**src/rtl/mfpa_pkg.sv**
```systemverilog
// ----------------------------------------------------------------------------
// mfpa_pkg
// shared types and constants of the meter frame parser and interval averager
// ----------------------------------------------------------------------------
package mfpa_pkg;

    // frame layout
    localparam int unsigned FRAME_LENGTH = 28;
    localparam logic [7:0]  SYM_START    = 8'hFC;
    localparam logic [7:0]  SYM_ESC      = 8'hFD;
    localparam logic [7:0]  SYM_END      = 8'hFE;

    // byte positions of the little-endian fields
    localparam logic [5:0]  POS_LEN      = 6'd1;
    localparam logic [5:0]  POS_VOLT_LO  = 6'd4;
    localparam logic [5:0]  POS_VOLT_HI  = 6'd5;
    localparam logic [5:0]  POS_CURR_LO  = 6'd6;
    localparam logic [5:0]  POS_CURR_HI  = 6'd7;
    localparam logic [5:0]  POS_CONS_LO  = 6'd8;
    localparam logic [5:0]  POS_CONS_HI  = 6'd9;
    localparam logic [5:0]  POS_PWR_LO   = 6'd21;
    localparam logic [5:0]  POS_PWR_HI   = 6'd22;
    localparam logic [5:0]  POS_CSUM     = 6'(FRAME_LENGTH);
    localparam logic [5:0]  POS_MAX      = 6'd63;

    // configuration register indexes
    localparam logic [1:0]  REG_VOLT_LIMIT = 2'd0;
    localparam logic [1:0]  REG_CURR_LIMIT = 2'd1;
    localparam logic [1:0]  REG_PWR_LIMIT  = 2'd2;
    localparam logic [1:0]  REG_INTERVAL   = 2'd3;

    // reset values of the registers
    localparam logic [14:0] RST_VOLT_LIMIT = 15'd430;
    localparam logic [14:0] RST_CURR_LIMIT = 15'd2000;
    localparam logic [14:0] RST_PWR_LIMIT  = 15'd8600;
    localparam logic [31:0] RST_INTERVAL   = 32'd1000;

    localparam int unsigned DEF_COUNT_BITS = 16;

    // rounded dividend is 33 bits wide, one quotient bit per step
    localparam int unsigned DIV_BITS  = 33;
    localparam int unsigned NUM_MEANS = 3;

    typedef enum logic [1:0] {
        PH_WAIT  = 2'd0,
        PH_FRAME = 2'd1,
        PH_ESC   = 2'd2
    } t_phase;

    typedef enum logic [2:0] {
        S_IDLE  = 3'd0,
        S_LOAD  = 3'd1,
        S_ROUND = 3'd2,
        S_DIV   = 3'd3,
        S_STORE = 3'd4,
        S_OUT   = 3'd5
    } t_state;

    // strict signed magnitude check against an exclusive bound
    function automatic logic in_bound(logic [15:0] v, logic [14:0] lim);
        logic signed [16:0] s;
        logic signed [16:0] l;
        s = signed'({v[15], v});
        l = signed'({2'b00, lim});
        return (s > -l) && (s < l);
    endfunction

endpackage

```
**src/rtl/meter_frame_parse_average_top.sv**
```systemverilog
// ----------------------------------------------------------------------------
// meter_frame_parse_average_top
// serial meter frame parser with interval averaging of voltage, current, power
// ----------------------------------------------------------------------------
// input stream: s_axis_tuser selects a received byte (0) or a millisecond
// tick (1); s_axis_tdata carries the byte. every request yields exactly one
// result on the output stream. m_axis_tuser flags a report; its tdata holds
// the three rounded means, the last consumption and the checksum error count.
// a byte, or a tick that ends no reporting interval with samples, is answered
// from the output register in the cycle after it is taken. a tick that ends
// an interval with samples runs three divisions on one shared bit-serial
// divider (load, round, 33 steps, store), then hands the report on; the
// input is not ready meanwhile. configuration: plain write port; the user
// writes it only while no request is in flight; the block does not enforce it.
// reset (synchronous, active low) restores register defaults, drops any frame
// in progress, clears sums and counts and empties the output register.
// a stalled receiver holds the result in the output register; the input side
// stays ready only while that register is empty or being emptied.
// ----------------------------------------------------------------------------
module meter_frame_parse_average_top
    import mfpa_pkg::*;
#(
    parameter int unsigned COUNT_BITS = DEF_COUNT_BITS
) (
    input  logic        i_clk,
    input  logic        i_rst_n,
    // configuration write port
    input  logic        i_cfg_we,
    input  logic [1:0]  i_cfg_addr,
    input  logic [31:0] i_cfg_wdata,
    // request stream
    input  logic        s_axis_tvalid,
    output logic        s_axis_tready,
    input  logic [7:0]  s_axis_tdata,   // byte_value
    input  logic        s_axis_tuser,   // mode
    // result stream
    output logic        m_axis_tvalid,
    input  logic        m_axis_tready,
    output logic [79:0] m_axis_tdata,   // avg_voltage, avg_current, avg_power,
                                        // energy_reading, checksum_errors
    output logic        m_axis_tuser    // report_valid
);

    // configuration registers
    logic [14:0] r_lim_v, r_lim_c, r_lim_p;
    logic [31:0] r_interval;

    // frame parser state
    t_phase      r_phase, n_phase;
    logic [7:0]  r_sum8, n_sum8;
    logic [1:0]  r_end_cnt, n_end_cnt;
    logic [5:0]  r_pos, n_pos;
    logic [7:0]  r_decl, n_decl;
    logic [15:0] r_volt, n_volt;
    logic [15:0] r_curr, n_curr;
    logic [15:0] r_cons, n_cons;
    logic [15:0] r_pwr, n_pwr;
    logic        r_sum_ok, n_sum_ok;

    // interval accumulation
    logic [31:0]           r_tot_v, n_tot_v;
    logic [31:0]           r_tot_c, n_tot_c;
    logic [31:0]           r_tot_p, n_tot_p;
    logic [COUNT_BITS-1:0] r_count, n_count;
    logic [15:0]           r_last_cons, n_last_cons;
    logic [15:0]           r_err, n_err;
    logic [31:0]           r_elapsed, n_elapsed;

    // sequencer and shared divider
    t_state                r_state, n_state;
    logic [1:0]            r_idx, n_idx;
    logic [5:0]            r_step, n_step;
    logic [DIV_BITS-1:0]   r_dvd, n_dvd;
    logic [COUNT_BITS-1:0] r_rem, n_rem;
    logic [15:0]           r_quot, n_quot;
    logic                  r_neg, n_neg;
    logic [15:0]           r_avg [NUM_MEANS];
    logic [15:0]           n_avg [NUM_MEANS];

    // output register
    logic        r_out_valid, n_out_valid;
    logic        r_out_user, n_out_user;
    logic [79:0] r_out_data, n_out_data;

    localparam logic [COUNT_BITS-1:0] COUNT_MAX = {COUNT_BITS{1'b1}};

    logic                  in_fire;
    logic                  out_free;
    logic                  do_take;
    logic                  do_close;
    logic [7:0]            b;
    logic [31:0]           tot_sel;
    logic [DIV_BITS-1:0]   tot_ext;
    logic [COUNT_BITS:0]   trial;
    logic                  trial_ge;
    logic [31:0]           elapsed_inc;

    assign out_free      = !r_out_valid || m_axis_tready;
    assign s_axis_tready = (r_state == S_IDLE) && out_free;
    assign in_fire       = s_axis_tvalid && s_axis_tready;
    assign b             = s_axis_tdata;

    assign m_axis_tvalid = r_out_valid;
    assign m_axis_tuser  = r_out_user;
    assign m_axis_tdata  = r_out_data;

    // divider operand select and one restoring step
    always_comb begin
        case (r_idx)
            2'd0:    tot_sel = r_tot_v;
            2'd1:    tot_sel = r_tot_c;
            default: tot_sel = r_tot_p;
        endcase
    end
    assign tot_ext     = {tot_sel[31], tot_sel};
    assign trial       = {r_rem, r_dvd[DIV_BITS-1]};
    assign trial_ge    = trial >= {1'b0, r_count};
    assign elapsed_inc = r_elapsed + 32'd1;

    // frame parser: which action the current byte takes
    always_comb begin
        do_take  = 1'b0;
        do_close = 1'b0;
        case (r_phase)
            PH_FRAME: begin
                if (b == SYM_ESC) begin
                    do_take = 1'b0;
                end else if (b == SYM_END) begin
                    do_close = (r_end_cnt != 2'd0);
                end else if (r_pos > 6'd1 &&
                             ({3'b000, r_pos} > ({1'b0, r_decl} + 9'd1) ||
                              r_decl != 8'(FRAME_LENGTH))) begin
                    do_take = 1'b0;
                end else begin
                    do_take = 1'b1;
                end
            end
            PH_ESC:  do_take = 1'b1;
            default: do_take = 1'b0;
        endcase
    end

    always_comb begin
        n_state     = r_state;
        n_phase     = r_phase;
        n_sum8      = r_sum8;
        n_end_cnt   = r_end_cnt;
        n_pos       = r_pos;
        n_decl      = r_decl;
        n_volt      = r_volt;
        n_curr      = r_curr;
        n_cons      = r_cons;
        n_pwr       = r_pwr;
        n_sum_ok    = r_sum_ok;
        n_tot_v     = r_tot_v;
        n_tot_c     = r_tot_c;
        n_tot_p     = r_tot_p;
        n_count     = r_count;
        n_last_cons = r_last_cons;
        n_err       = r_err;
        n_elapsed   = r_elapsed;
        n_idx       = r_idx;
        n_step      = r_step;
        n_dvd       = r_dvd;
        n_rem       = r_rem;
        n_quot      = r_quot;
        n_neg       = r_neg;
        n_avg       = r_avg;
        n_out_valid = r_out_valid && !m_axis_tready;
        n_out_user  = r_out_user;
        n_out_data  = r_out_data;

        case (r_state)
            S_IDLE: begin
                if (in_fire && !s_axis_tuser) begin
                    // received byte: parse, answer with the error count
                    case (r_phase)
                        PH_FRAME: begin
                            if (b == SYM_ESC) begin
                                n_phase = PH_ESC;
                            end else if (b == SYM_END) begin
                                n_end_cnt = r_end_cnt + 2'd1;
                            end else if (!do_take) begin
                                n_phase = PH_WAIT;   // bad length or overrun
                            end
                        end
                        PH_ESC: begin
                            n_phase = PH_FRAME;
                        end
                        default: begin
                            if (b == SYM_START) begin
                                n_phase   = PH_FRAME;
                                n_sum8    = 8'd0;
                                n_end_cnt = 2'd0;
                                n_pos     = 6'd0;
                                n_decl    = 8'd0;
                                n_volt    = 16'd0;
                                n_curr    = 16'd0;
                                n_cons    = 16'd0;
                                n_pwr     = 16'd0;
                                n_sum_ok  = 1'b0;
                            end
                        end
                    endcase

                    if (do_take) begin
                        case (r_pos)
                            POS_LEN:     n_decl = b;
                            POS_VOLT_LO: n_volt = {8'd0, b};
                            POS_VOLT_HI: n_volt = {b, r_volt[7:0]};
                            POS_CURR_LO: n_curr = {8'd0, b};
                            POS_CURR_HI: n_curr = {b, r_curr[7:0]};
                            POS_CONS_LO: n_cons = {8'd0, b};
                            POS_CONS_HI: n_cons = {b, r_cons[7:0]};
                            POS_PWR_LO:  n_pwr  = {8'd0, b};
                            POS_PWR_HI:  n_pwr  = {b, r_pwr[7:0]};
                            default:     n_decl = r_decl;
                        endcase
                        if (r_pos == POS_CSUM) begin
                            n_sum_ok = (r_sum8 == b);
                        end else begin
                            n_sum8 = r_sum8 + b;
                        end
                        n_end_cnt = 2'd0;
                        n_pos     = (r_pos == POS_MAX) ? POS_MAX : r_pos + 6'd1;
                    end

                    if (do_close) begin
                        n_phase = PH_WAIT;
                        if (r_sum_ok && in_bound(r_volt, r_lim_v) &&
                            in_bound(r_curr, r_lim_c) && in_bound(r_pwr, r_lim_p)) begin
                            if (r_count != COUNT_MAX) begin
                                n_tot_v     = r_tot_v + {{16{r_volt[15]}}, r_volt};
                                n_tot_c     = r_tot_c + {{16{r_curr[15]}}, r_curr};
                                n_tot_p     = r_tot_p + {{16{r_pwr[15]}}, r_pwr};
                                n_last_cons = r_cons;
                                n_count     = r_count + COUNT_BITS'(1);
                            end
                        end else if (!r_sum_ok && r_err != 16'hFFFF) begin
                            n_err = r_err + 16'd1;
                        end
                    end

                    n_out_valid = 1'b1;
                    n_out_user  = 1'b0;
                    n_out_data  = {n_err, 64'd0};
                end else if (in_fire) begin
                    // millisecond tick
                    n_elapsed = elapsed_inc;
                    if (elapsed_inc >= r_interval) begin
                        n_elapsed = 32'd0;
                        if (r_count != '0) begin
                            n_idx   = 2'd0;
                            n_state = S_LOAD;
                        end else begin
                            n_tot_v     = 32'd0;
                            n_tot_c     = 32'd0;
                            n_tot_p     = 32'd0;
                            n_last_cons = 16'd0;
                            n_out_valid = 1'b1;
                            n_out_user  = 1'b0;
                            n_out_data  = {r_err, 64'd0};
                        end
                    end else begin
                        n_out_valid = 1'b1;
                        n_out_user  = 1'b0;
                        n_out_data  = {r_err, 64'd0};
                    end
                end
            end
            S_LOAD: begin
                // magnitude of the selected total
                n_neg   = tot_sel[31];
                n_dvd   = tot_sel[31] ? (DIV_BITS'(0) - tot_ext) : tot_ext;
                n_rem   = '0;
                n_step  = 6'd0;
                n_state = S_ROUND;
            end
            S_ROUND: begin
                // bias by half the divisor for round half away from zero
                n_dvd   = r_dvd + DIV_BITS'(r_count >> 1);
                n_state = S_DIV;
            end
            S_DIV: begin
                n_rem  = trial_ge ? COUNT_BITS'(trial - {1'b0, r_count})
                                  : trial[COUNT_BITS-1:0];
                n_quot = {r_quot[14:0], trial_ge};
                n_dvd  = {r_dvd[DIV_BITS-2:0], 1'b0};
                n_step = r_step + 6'd1;
                if (r_step == 6'(DIV_BITS - 1)) begin
                    n_state = S_STORE;
                end
            end
            S_STORE: begin
                n_avg[r_idx] = r_neg ? (16'd0 - r_quot) : r_quot;
                if (r_idx == 2'(NUM_MEANS - 1)) begin
                    n_state = S_OUT;
                end else begin
                    n_idx   = r_idx + 2'd1;
                    n_state = S_LOAD;
                end
            end
            S_OUT: begin
                if (out_free) begin
                    n_out_valid = 1'b1;
                    n_out_user  = 1'b1;
                    n_out_data  = {r_err, r_last_cons, r_avg[2], r_avg[1], r_avg[0]};
                    n_tot_v     = 32'd0;
                    n_tot_c     = 32'd0;
                    n_tot_p     = 32'd0;
                    n_count     = '0;
                    n_last_cons = 16'd0;
                    n_state     = S_IDLE;
                end
            end
            default: begin
                n_state = S_IDLE;
            end
        endcase
    end

    // control and state registers
    always_ff @(posedge i_clk) begin
        if (!i_rst_n) begin
            r_lim_v     <= RST_VOLT_LIMIT;
            r_lim_c     <= RST_CURR_LIMIT;
            r_lim_p     <= RST_PWR_LIMIT;
            r_interval  <= RST_INTERVAL;
            r_state     <= S_IDLE;
            r_phase     <= PH_WAIT;
            r_sum8      <= 8'd0;
            r_end_cnt   <= 2'd0;
            r_pos       <= 6'd0;
            r_decl      <= 8'd0;
            r_volt      <= 16'd0;
            r_curr      <= 16'd0;
            r_cons      <= 16'd0;
            r_pwr       <= 16'd0;
            r_sum_ok    <= 1'b0;
            r_tot_v     <= 32'd0;
            r_tot_c     <= 32'd0;
            r_tot_p     <= 32'd0;
            r_count     <= '0;
            r_last_cons <= 16'd0;
            r_err       <= 16'd0;
            r_elapsed   <= 32'd0;
            r_idx       <= 2'd0;
            r_step      <= 6'd0;
            r_out_valid <= 1'b0;
            r_out_user  <= 1'b0;
        end else begin
            if (i_cfg_we) begin
                case (i_cfg_addr)
                    REG_VOLT_LIMIT: r_lim_v    <= i_cfg_wdata[14:0];
                    REG_CURR_LIMIT: r_lim_c    <= i_cfg_wdata[14:0];
                    REG_PWR_LIMIT:  r_lim_p    <= i_cfg_wdata[14:0];
                    REG_INTERVAL:   r_interval <= i_cfg_wdata;
                    default:        r_interval <= r_interval;
                endcase
            end
            r_state     <= n_state;
            r_phase     <= n_phase;
            r_sum8      <= n_sum8;
            r_end_cnt   <= n_end_cnt;
            r_pos       <= n_pos;
            r_decl      <= n_decl;
            r_volt      <= n_volt;
            r_curr      <= n_curr;
            r_cons      <= n_cons;
            r_pwr       <= n_pwr;
            r_sum_ok    <= n_sum_ok;
            r_tot_v     <= n_tot_v;
            r_tot_c     <= n_tot_c;
            r_tot_p     <= n_tot_p;
            r_count     <= n_count;
            r_last_cons <= n_last_cons;
            r_err       <= n_err;
            r_elapsed   <= n_elapsed;
            r_idx       <= n_idx;
            r_step      <= n_step;
            r_out_valid <= n_out_valid;
            r_out_user  <= n_out_user;
        end
    end

    // divider datapath and result payload
    always_ff @(posedge i_clk) begin
        r_dvd      <= n_dvd;
        r_rem      <= n_rem;
        r_quot     <= n_quot;
        r_neg      <= n_neg;
        r_avg      <= n_avg;
        r_out_data <= n_out_data;
    end

endmodule

```
**config.mk**
```make
export PLATFORM = sky130hd
export DESIGN_NAME = meter_frame_parse_average_top
export DESIGN_NICKNAME = d
export VERILOG_FILES = /design/src/rtl/mfpa_pkg.sv /design/src/rtl/meter_frame_parse_average_top.sv
export SDC_FILE = /design/constraint.sdc
export NUM_CORES = 2
export LEC_CHECK = 0
export ABC_AREA = 0
export BUFFER_PORTS_ARGS = -buffer_cell sky130_fd_sc_hd__buf_4
export CORE_ASPECT_RATIO = 0.5
export CORE_MARGIN = 3
export CORE_UTILIZATION = 45
export CTS_BUF_LIST = sky130_fd_sc_hd__clkbuf_16
export DETAILED_ROUTE_END_ITERATION = 7
export GPL_TIMING_DRIVEN = 0
export PLACE_DENSITY_LB_ADDON = 0.05
export SLEW_MARGIN = 20
export SYNTH_ARGS = -nofsm -noshare
export SYNTH_HDL_FRONTEND = slang
export SYNTH_SLANG_ARGS = --single-unit
```
**constraint.sdc**
```tcl
create_clock -name i_clk -period 9.1 [get_ports i_clk]
set_input_delay 1.365 -clock i_clk [delete_from_list [all_inputs] [get_ports i_clk]]
set_output_delay 1.365 -clock i_clk [all_outputs]
set_load 0.005 [all_outputs]
```
* Word level (Yosys, flattened, before mapping) *
Index checks and enable logic that the tools add are counted.

cells by class
  equal/unequal tests = 60
  div/mod/pow operators = 0
  add/sub/neg operators = 19
  reductions and logical operators = 52
  $lt $le $gt $ge = 12
  bitwise logic cells = 2
  muxes and demuxes = 129
  shift operators = 0
  multipliers = 0

operators with widths
  kind                   count
  $mux 32                17
  $mux 16                30
  $mux 80                5
  $pmux 32 s2            4
  $pmux 16 s2            7
  $pmux 80 s2            1
  $pmux 33 s3            1
  $add 32x32->32         3
  $mux 8                 7
  $gt 16x17->1           3
  $neg 15->17            3
  $bwmux 48              1
  $lt 16x16->1           3
  $add 33x15->33         1
  $mux 33                1
  $sub 1x32->33 const A  1
  $add 16x1->16 const B  2
  $add 32x1->32 const B  1
  $demux 16 s2           1
  $ge 32x32->1           1
  $ne 16x16->1 const B   2
  $mux 2                 14
  $eq 6x3->1 const B     4
  $eq 8x8->1 const B     3
  55 further kinds       158

storage, ports and cells
  bits in registers = 551
  memory bits (read-only) = 0
  RAM bits = 0
  memories = 0
  output and inout port bits = 83
  bits in latches = 0
  input port bits = 48

* Longest topological paths before layout *
  word-level depth = 13
  depth in mapped cells = 23

* Least setup slack after synthesis *
Ideal clock, no wire load.

  kind = register to register
  from = register r_elapsed[0]
  to = register r_out_data[0], in the netlist m_axis_tdata[0] (enable)
  path slack = 1.844 ns
  data arrival time = 6.737 ns
  cell stages (with the launch flop) = 20
  library setup time = 0.519 ns
  cells stage by stage = dfxtp_1 > ha_1 > and3_1 > clkbuf_1 > nand2_1 > nor2_1 > and4_1 > nand2_1 > nor2_1 > nand3_1 > xnor2_1 > ha_1 > a21o_1 > a21oi_1 > o211ai_1 > nor2_1 > a31oi_1 > nand3_1 > a31oi_1 > nor2_1

between the ends
  word-level cells in the longest chain between the ends = 4

ends and longest elaborated chain
  what                               line                                  source
  from (decl)                        meter_frame_parse_average_top.sv:67   logic [31:0] r_elapsed, n_elapsed;
  from (signal assigned)             meter_frame_parse_average_top.sv:378  r_elapsed <= n_elapsed;
  $add 32x1->32                      meter_frame_parse_average_top.sv:118  assign elapsed_inc = r_elapsed + 32'd1;
  $ge 32x32->1                       meter_frame_parse_average_top.sv:250  if (elapsed_inc >= r_interval) begin
  $ne 4x4->1 (no source line)        n/a
  $reduce_and 4->1 (no source line)  n/a
  to (signal assigned)               meter_frame_parse_average_top.sv:393  r_out_data <= n_out_data;
  to (decl)                          meter_frame_parse_average_top.sv:83   logic [79:0] r_out_data, n_out_data;

Every way passes these cells.
A chain may end at the register's enable or synchronous reset.

* Worst setup path in the final report *
  from = register r_elapsed[0]
  to = register r_tot_c[16]

between the ends
  word-level cells in the longest chain between the ends = 4

ends and longest elaborated chain
  what                               line                                  source
  $add 32x1->32                      meter_frame_parse_average_top.sv:118
  $ge 32x32->1                       meter_frame_parse_average_top.sv:250
  $ne 3x1->1 (no source line)        n/a
  $reduce_and 8->1 (no source line)  n/a
  to (signal assigned)               meter_frame_parse_average_top.sv:373  r_tot_c <= n_tot_c;
  to (decl)                          meter_frame_parse_average_top.sv:62   logic [31:0] r_tot_c, n_tot_c;

Every way passes these cells.

==> summary.md <==
| Metric | Value |
|---|---|
| Outcome | finished, final reports clean |
| Met1 usage | 35.3% |
| Reg2Reg Setup Slack | 2.51 ns |
| Sequential fraction of the synthesis area | 39.7% |
| Die Y | 197 um |
| Crit. End Element | flop |
| Netlist cell types | 87 |
| Synth Instances | 3692 |
| Peak supply drop | 0.000113 V |
| Detailed placement HPWL | 75900 um |
| Detailed Route WL | 98400 um |
| WL/cell | 20.2 um |
| Top-count cell post-synth | nand2_1 |
| First-pass GRT wire length | 152000 um |
| Final Hold Viols | 0 |
| M3 GR Usage | 4.07% |
| Max Freq | 152 MHz |
| RSZ-0062 raised after global routing | no |
| Latest clock arrival within the worst-skew pair | 0.63 ns |
| Total number of vias | 27765 |
| R2r worst-path depth | 23 |
| Fin util | 51.3% |
| Remaining Overflow, GRT | 0 |
| Syn_area_per_cell | 8.85 sq um |
| Worst Path Arrival | 7.13 ns |
| Die area | 0.0761 sq mm |
| Worst slew margin | 26.0% |
| Final setup viols | 0 |
| Port Buffers | 128 |
| CP max FO | 10 |
| Ant. Diodes | 0 |
| Hold buffer count at CTS | 0 |
| Pre-antenna DRT Iters | 6 |
| Setup_tns | 0 ns |
| Main synth FF type | dfxtp_1 |
| Core box area | 0.0715 sq mm |
| Final Critical Period | 6.59 ns |
| Max-cap viol count | 0 |
| Gr usage total | 25.1% |
| Tightest Pin Transition | 1.11 ns |
| Worst Hold Class | flop to flop |
| Clk sinks | 551 |
| Critical path's top delay family | simple AND/OR/NAND/NOR gates |
| Die Span X | 387 um |
| Largest stage delay on the critical path | 0.62 ns |
| Worst Setup EP | r_tot_c[16]$_SDFFE_PN0P_ |
| Post-synth ARST share | 0% |
| Crit. Startpoint | r_elapsed[0]$_SDFFE_PN0P_ |
| Crit path buf inv count | 4 |
| CP cell instances | ha_1 -> and3_1 -> clkbuf_1 -> nand2_1 -> nor2_1 -> and4_1 -> nand2_1 -> nor2_1 -> nand3_1 -> xnor2_1 -> ha_1 -> a21o_1 -> a21oi_1 -> o211ai_1 -> nor2_1 -> a31oi_2 -> o21ai_0 -> and2_1 -> buf_6 -> buf_2 -> buf_2 -> nand2_1 -> a21oi_1 |
| NumNets Final | 4220 |
| Final RePlAce weighted congestion | 0.934 |
| YS warnings | 0 |
| CP required | 9.63 ns |
| Root buffer cell | clkbuf_16 |
| Vias per cell | 5.69 |
| Post CTS Setup Buffer Count | 0 |
| CTS max path bufs | 3 |
| Top cell type's share of synthesized area | 21.9% |
| Ratio of cells with drive above 1 in the final layout | 6.53% |
| Number of global-route vias before repair | 26310 |
| Clock skew | 0.0297 ns |
| Stages on the worst setup path | 23 |
| Largest net degree at the start of global routing | 29 |
| DRC errors left | 0 |
| H-tree depth | 2 |
| Commonest cells post-synth | nand2_1 (440), a21oi_1 (382), dfxtp_1 (357) |
| Layer with the highest usage | met2 |
| Post-route ant nets | 0 |
| Reg clk slew, reported paths | 0.07 ns |
| Pwr dens | 138 mW/mm^2 |
| Critical Path Start Type | flop |
| Top post-synthesis cells by area | dfxtp_1 (22%), edfxtp_1 (18%), ha_1 (11%), a21oi_1 (5.8%), nand2_1 (5.1%) |
| Layout area overhead | 12.3% |
| CTS tree | done |
| LEAKAGE | 0.0148 uW |
| Worst R2R End | r_tot_c[16]$_SDFFE_PN0P_ |
| Syn nets | 4032 |
| Iter 0 DRT Violations | 2172 |
| Mapped cell area | 0.0327 sq mm |
| Clock buffer count from CTS | 52 |
| Post-synth EDFFs | 194 |
| Setup CP Type | flop to flop |
| Reg-to-Reg Start | r_elapsed[0]$_SDFFE_PN0P_ |
| Antenna violations before repair | 5 |
| Slowest cell on crit path | o21ai_0 |
| Post-CTS sizing | 0 |
| Max Slew Vio Count | 0 |
| Synthesized flop and latch total | 551 |
| Area leader, netlist | dfxtp_1 |
| Initial Util | 45.7% |
| Final Cycle Share | 72.4% |
| Met2 GRT Util | 40.9% |
| Cell Rows | 69 |
| # IOs | 131 |
-- layout by cell type (no fill, tap or decap), types with 68 or more instances in the layout --
cell type / count
o21ai_0: 150
inv_1: 197
dfxtp_1: 356
xnor2_1: 186
nand3_1: 176
nor2_1: 197
a21oi_1: 382
a21o_1: 99
nand2_1: 440
buf_4: 130
and2_1: 97
xor2_1: 72
clkbuf_1: 115
edfxtp_1: 194
nor3_1: 68
ha_1: 286
-- sequential cells by signal (all words and copies together), names as in the netlist, 16 cells and up --
| register | cells |
|---|---|
| m_axis_tdata | 80 |
| r_avg | 48 |
| r_cons | 16 |
| r_count | 16 |
| r_curr | 16 |
| r_dvd | 33 |
| r_elapsed | 32 |
| r_err | 16 |
| r_interval | 32 |
| r_last_cons | 16 |
| r_pwr | 16 |
| r_quot | 16 |
| r_rem | 16 |
| r_tot_c | 32 |
| r_tot_p | 32 |
| r_tot_v | 32 |
| r_volt | 16 |
-- worst min-delay path, cell delays in order, from the launching register on --
cell and delay (ns):
dfxtp_1 0.31, nand2_1 0.05, a21oi_1 0.05
-- kinds of logic after synthesis --
logic type / synth area share [%]
compound gates: 19.0
xor+xnor: 6.91
fa+ha+maj: 11.3
buf+inv: 3.95
flops: 39.7
mux: 0.528
simple gates: 18.6
-- worst min-delay path by stage --
stage | from | endpoint | depth (start not counted)
4_1_cts | r_last_cons[7]$_SDFFE_PN0P_ | r_last_cons[7]$_SDFFE_PN0P_ | 2
3_3_place_gp | r_last_cons[8]$_SDFFE_PN0P_ | r_last_cons[8]$_SDFFE_PN0P_ | 2
5_1_grt | r_last_cons[8]$_SDFFE_PN0P_ | r_last_cons[8]$_SDFFE_PN0P_ | 2
6_report | r_last_cons[8]$_SDFFE_PN0P_ | r_last_cons[8]$_SDFFE_PN0P_ | 2
2_1_floorplan | r_cons[10]$_SDFFE_PN0P_ | r_cons[10]$_SDFFE_PN0P_ | 2
3_5_place_dp | r_last_cons[8]$_SDFFE_PN0P_ | r_last_cons[8]$_SDFFE_PN0P_ | 2
-- per-layer routing --
| metal | routed length (um) | vias to the layer above |
|---|---|---|
| met2 | 43900 | 659 |
| met3 | 5770 | 120 |
| met4 | 2050 | 0 |
| met1 | 46700 | 13271 |
| met5 | 0 | - |
| li1 | - | 13715 |
-- cell type report --
| cell class | count | area, sq um |
|---|---|---|
| Multi-Input combinational cell | 2806 | 18400 |
| Tap cell | 958 | 1200 |
| Clock buffer | 52 | 1300 |
| Sequential cell | 551 | 13000 |
| Clock inverter | 45 | 392 |
| Buffer | 146 | 584 |
| Timing Repair Buffer | 134 | 1090 |
| Inverter | 189 | 709 |
| Fill cell | 6790 | 34800 |
-- power by group --
group	switching (uW)	internal, uW	total [uW]	leakage (uW)
logic	168	86.8	255	0.00934
registers	17.1	2570	2580	0.00458
clock network	1020	1220	2240	0.000863
-- per-stage QoR --
stage	total power, uW	setup WS [ns]	area (sq um)	cells	hold WS (ns)
2_1_floorplan	2760	1.84	32700	3692	0.425
3_3_place_gp	2890	-1.45	34800	4778	0.437
3_5_place_dp	2900	2.57	35000	4784	0.442
4_1_cts	5130	2.49	36700	4881	0.450
5_1_grt	5250	2.04	36700	4881	0.468
6_report	5080	2.51	36700	4881	0.450
Note: power is estimated with default switching activity, not from simulation.
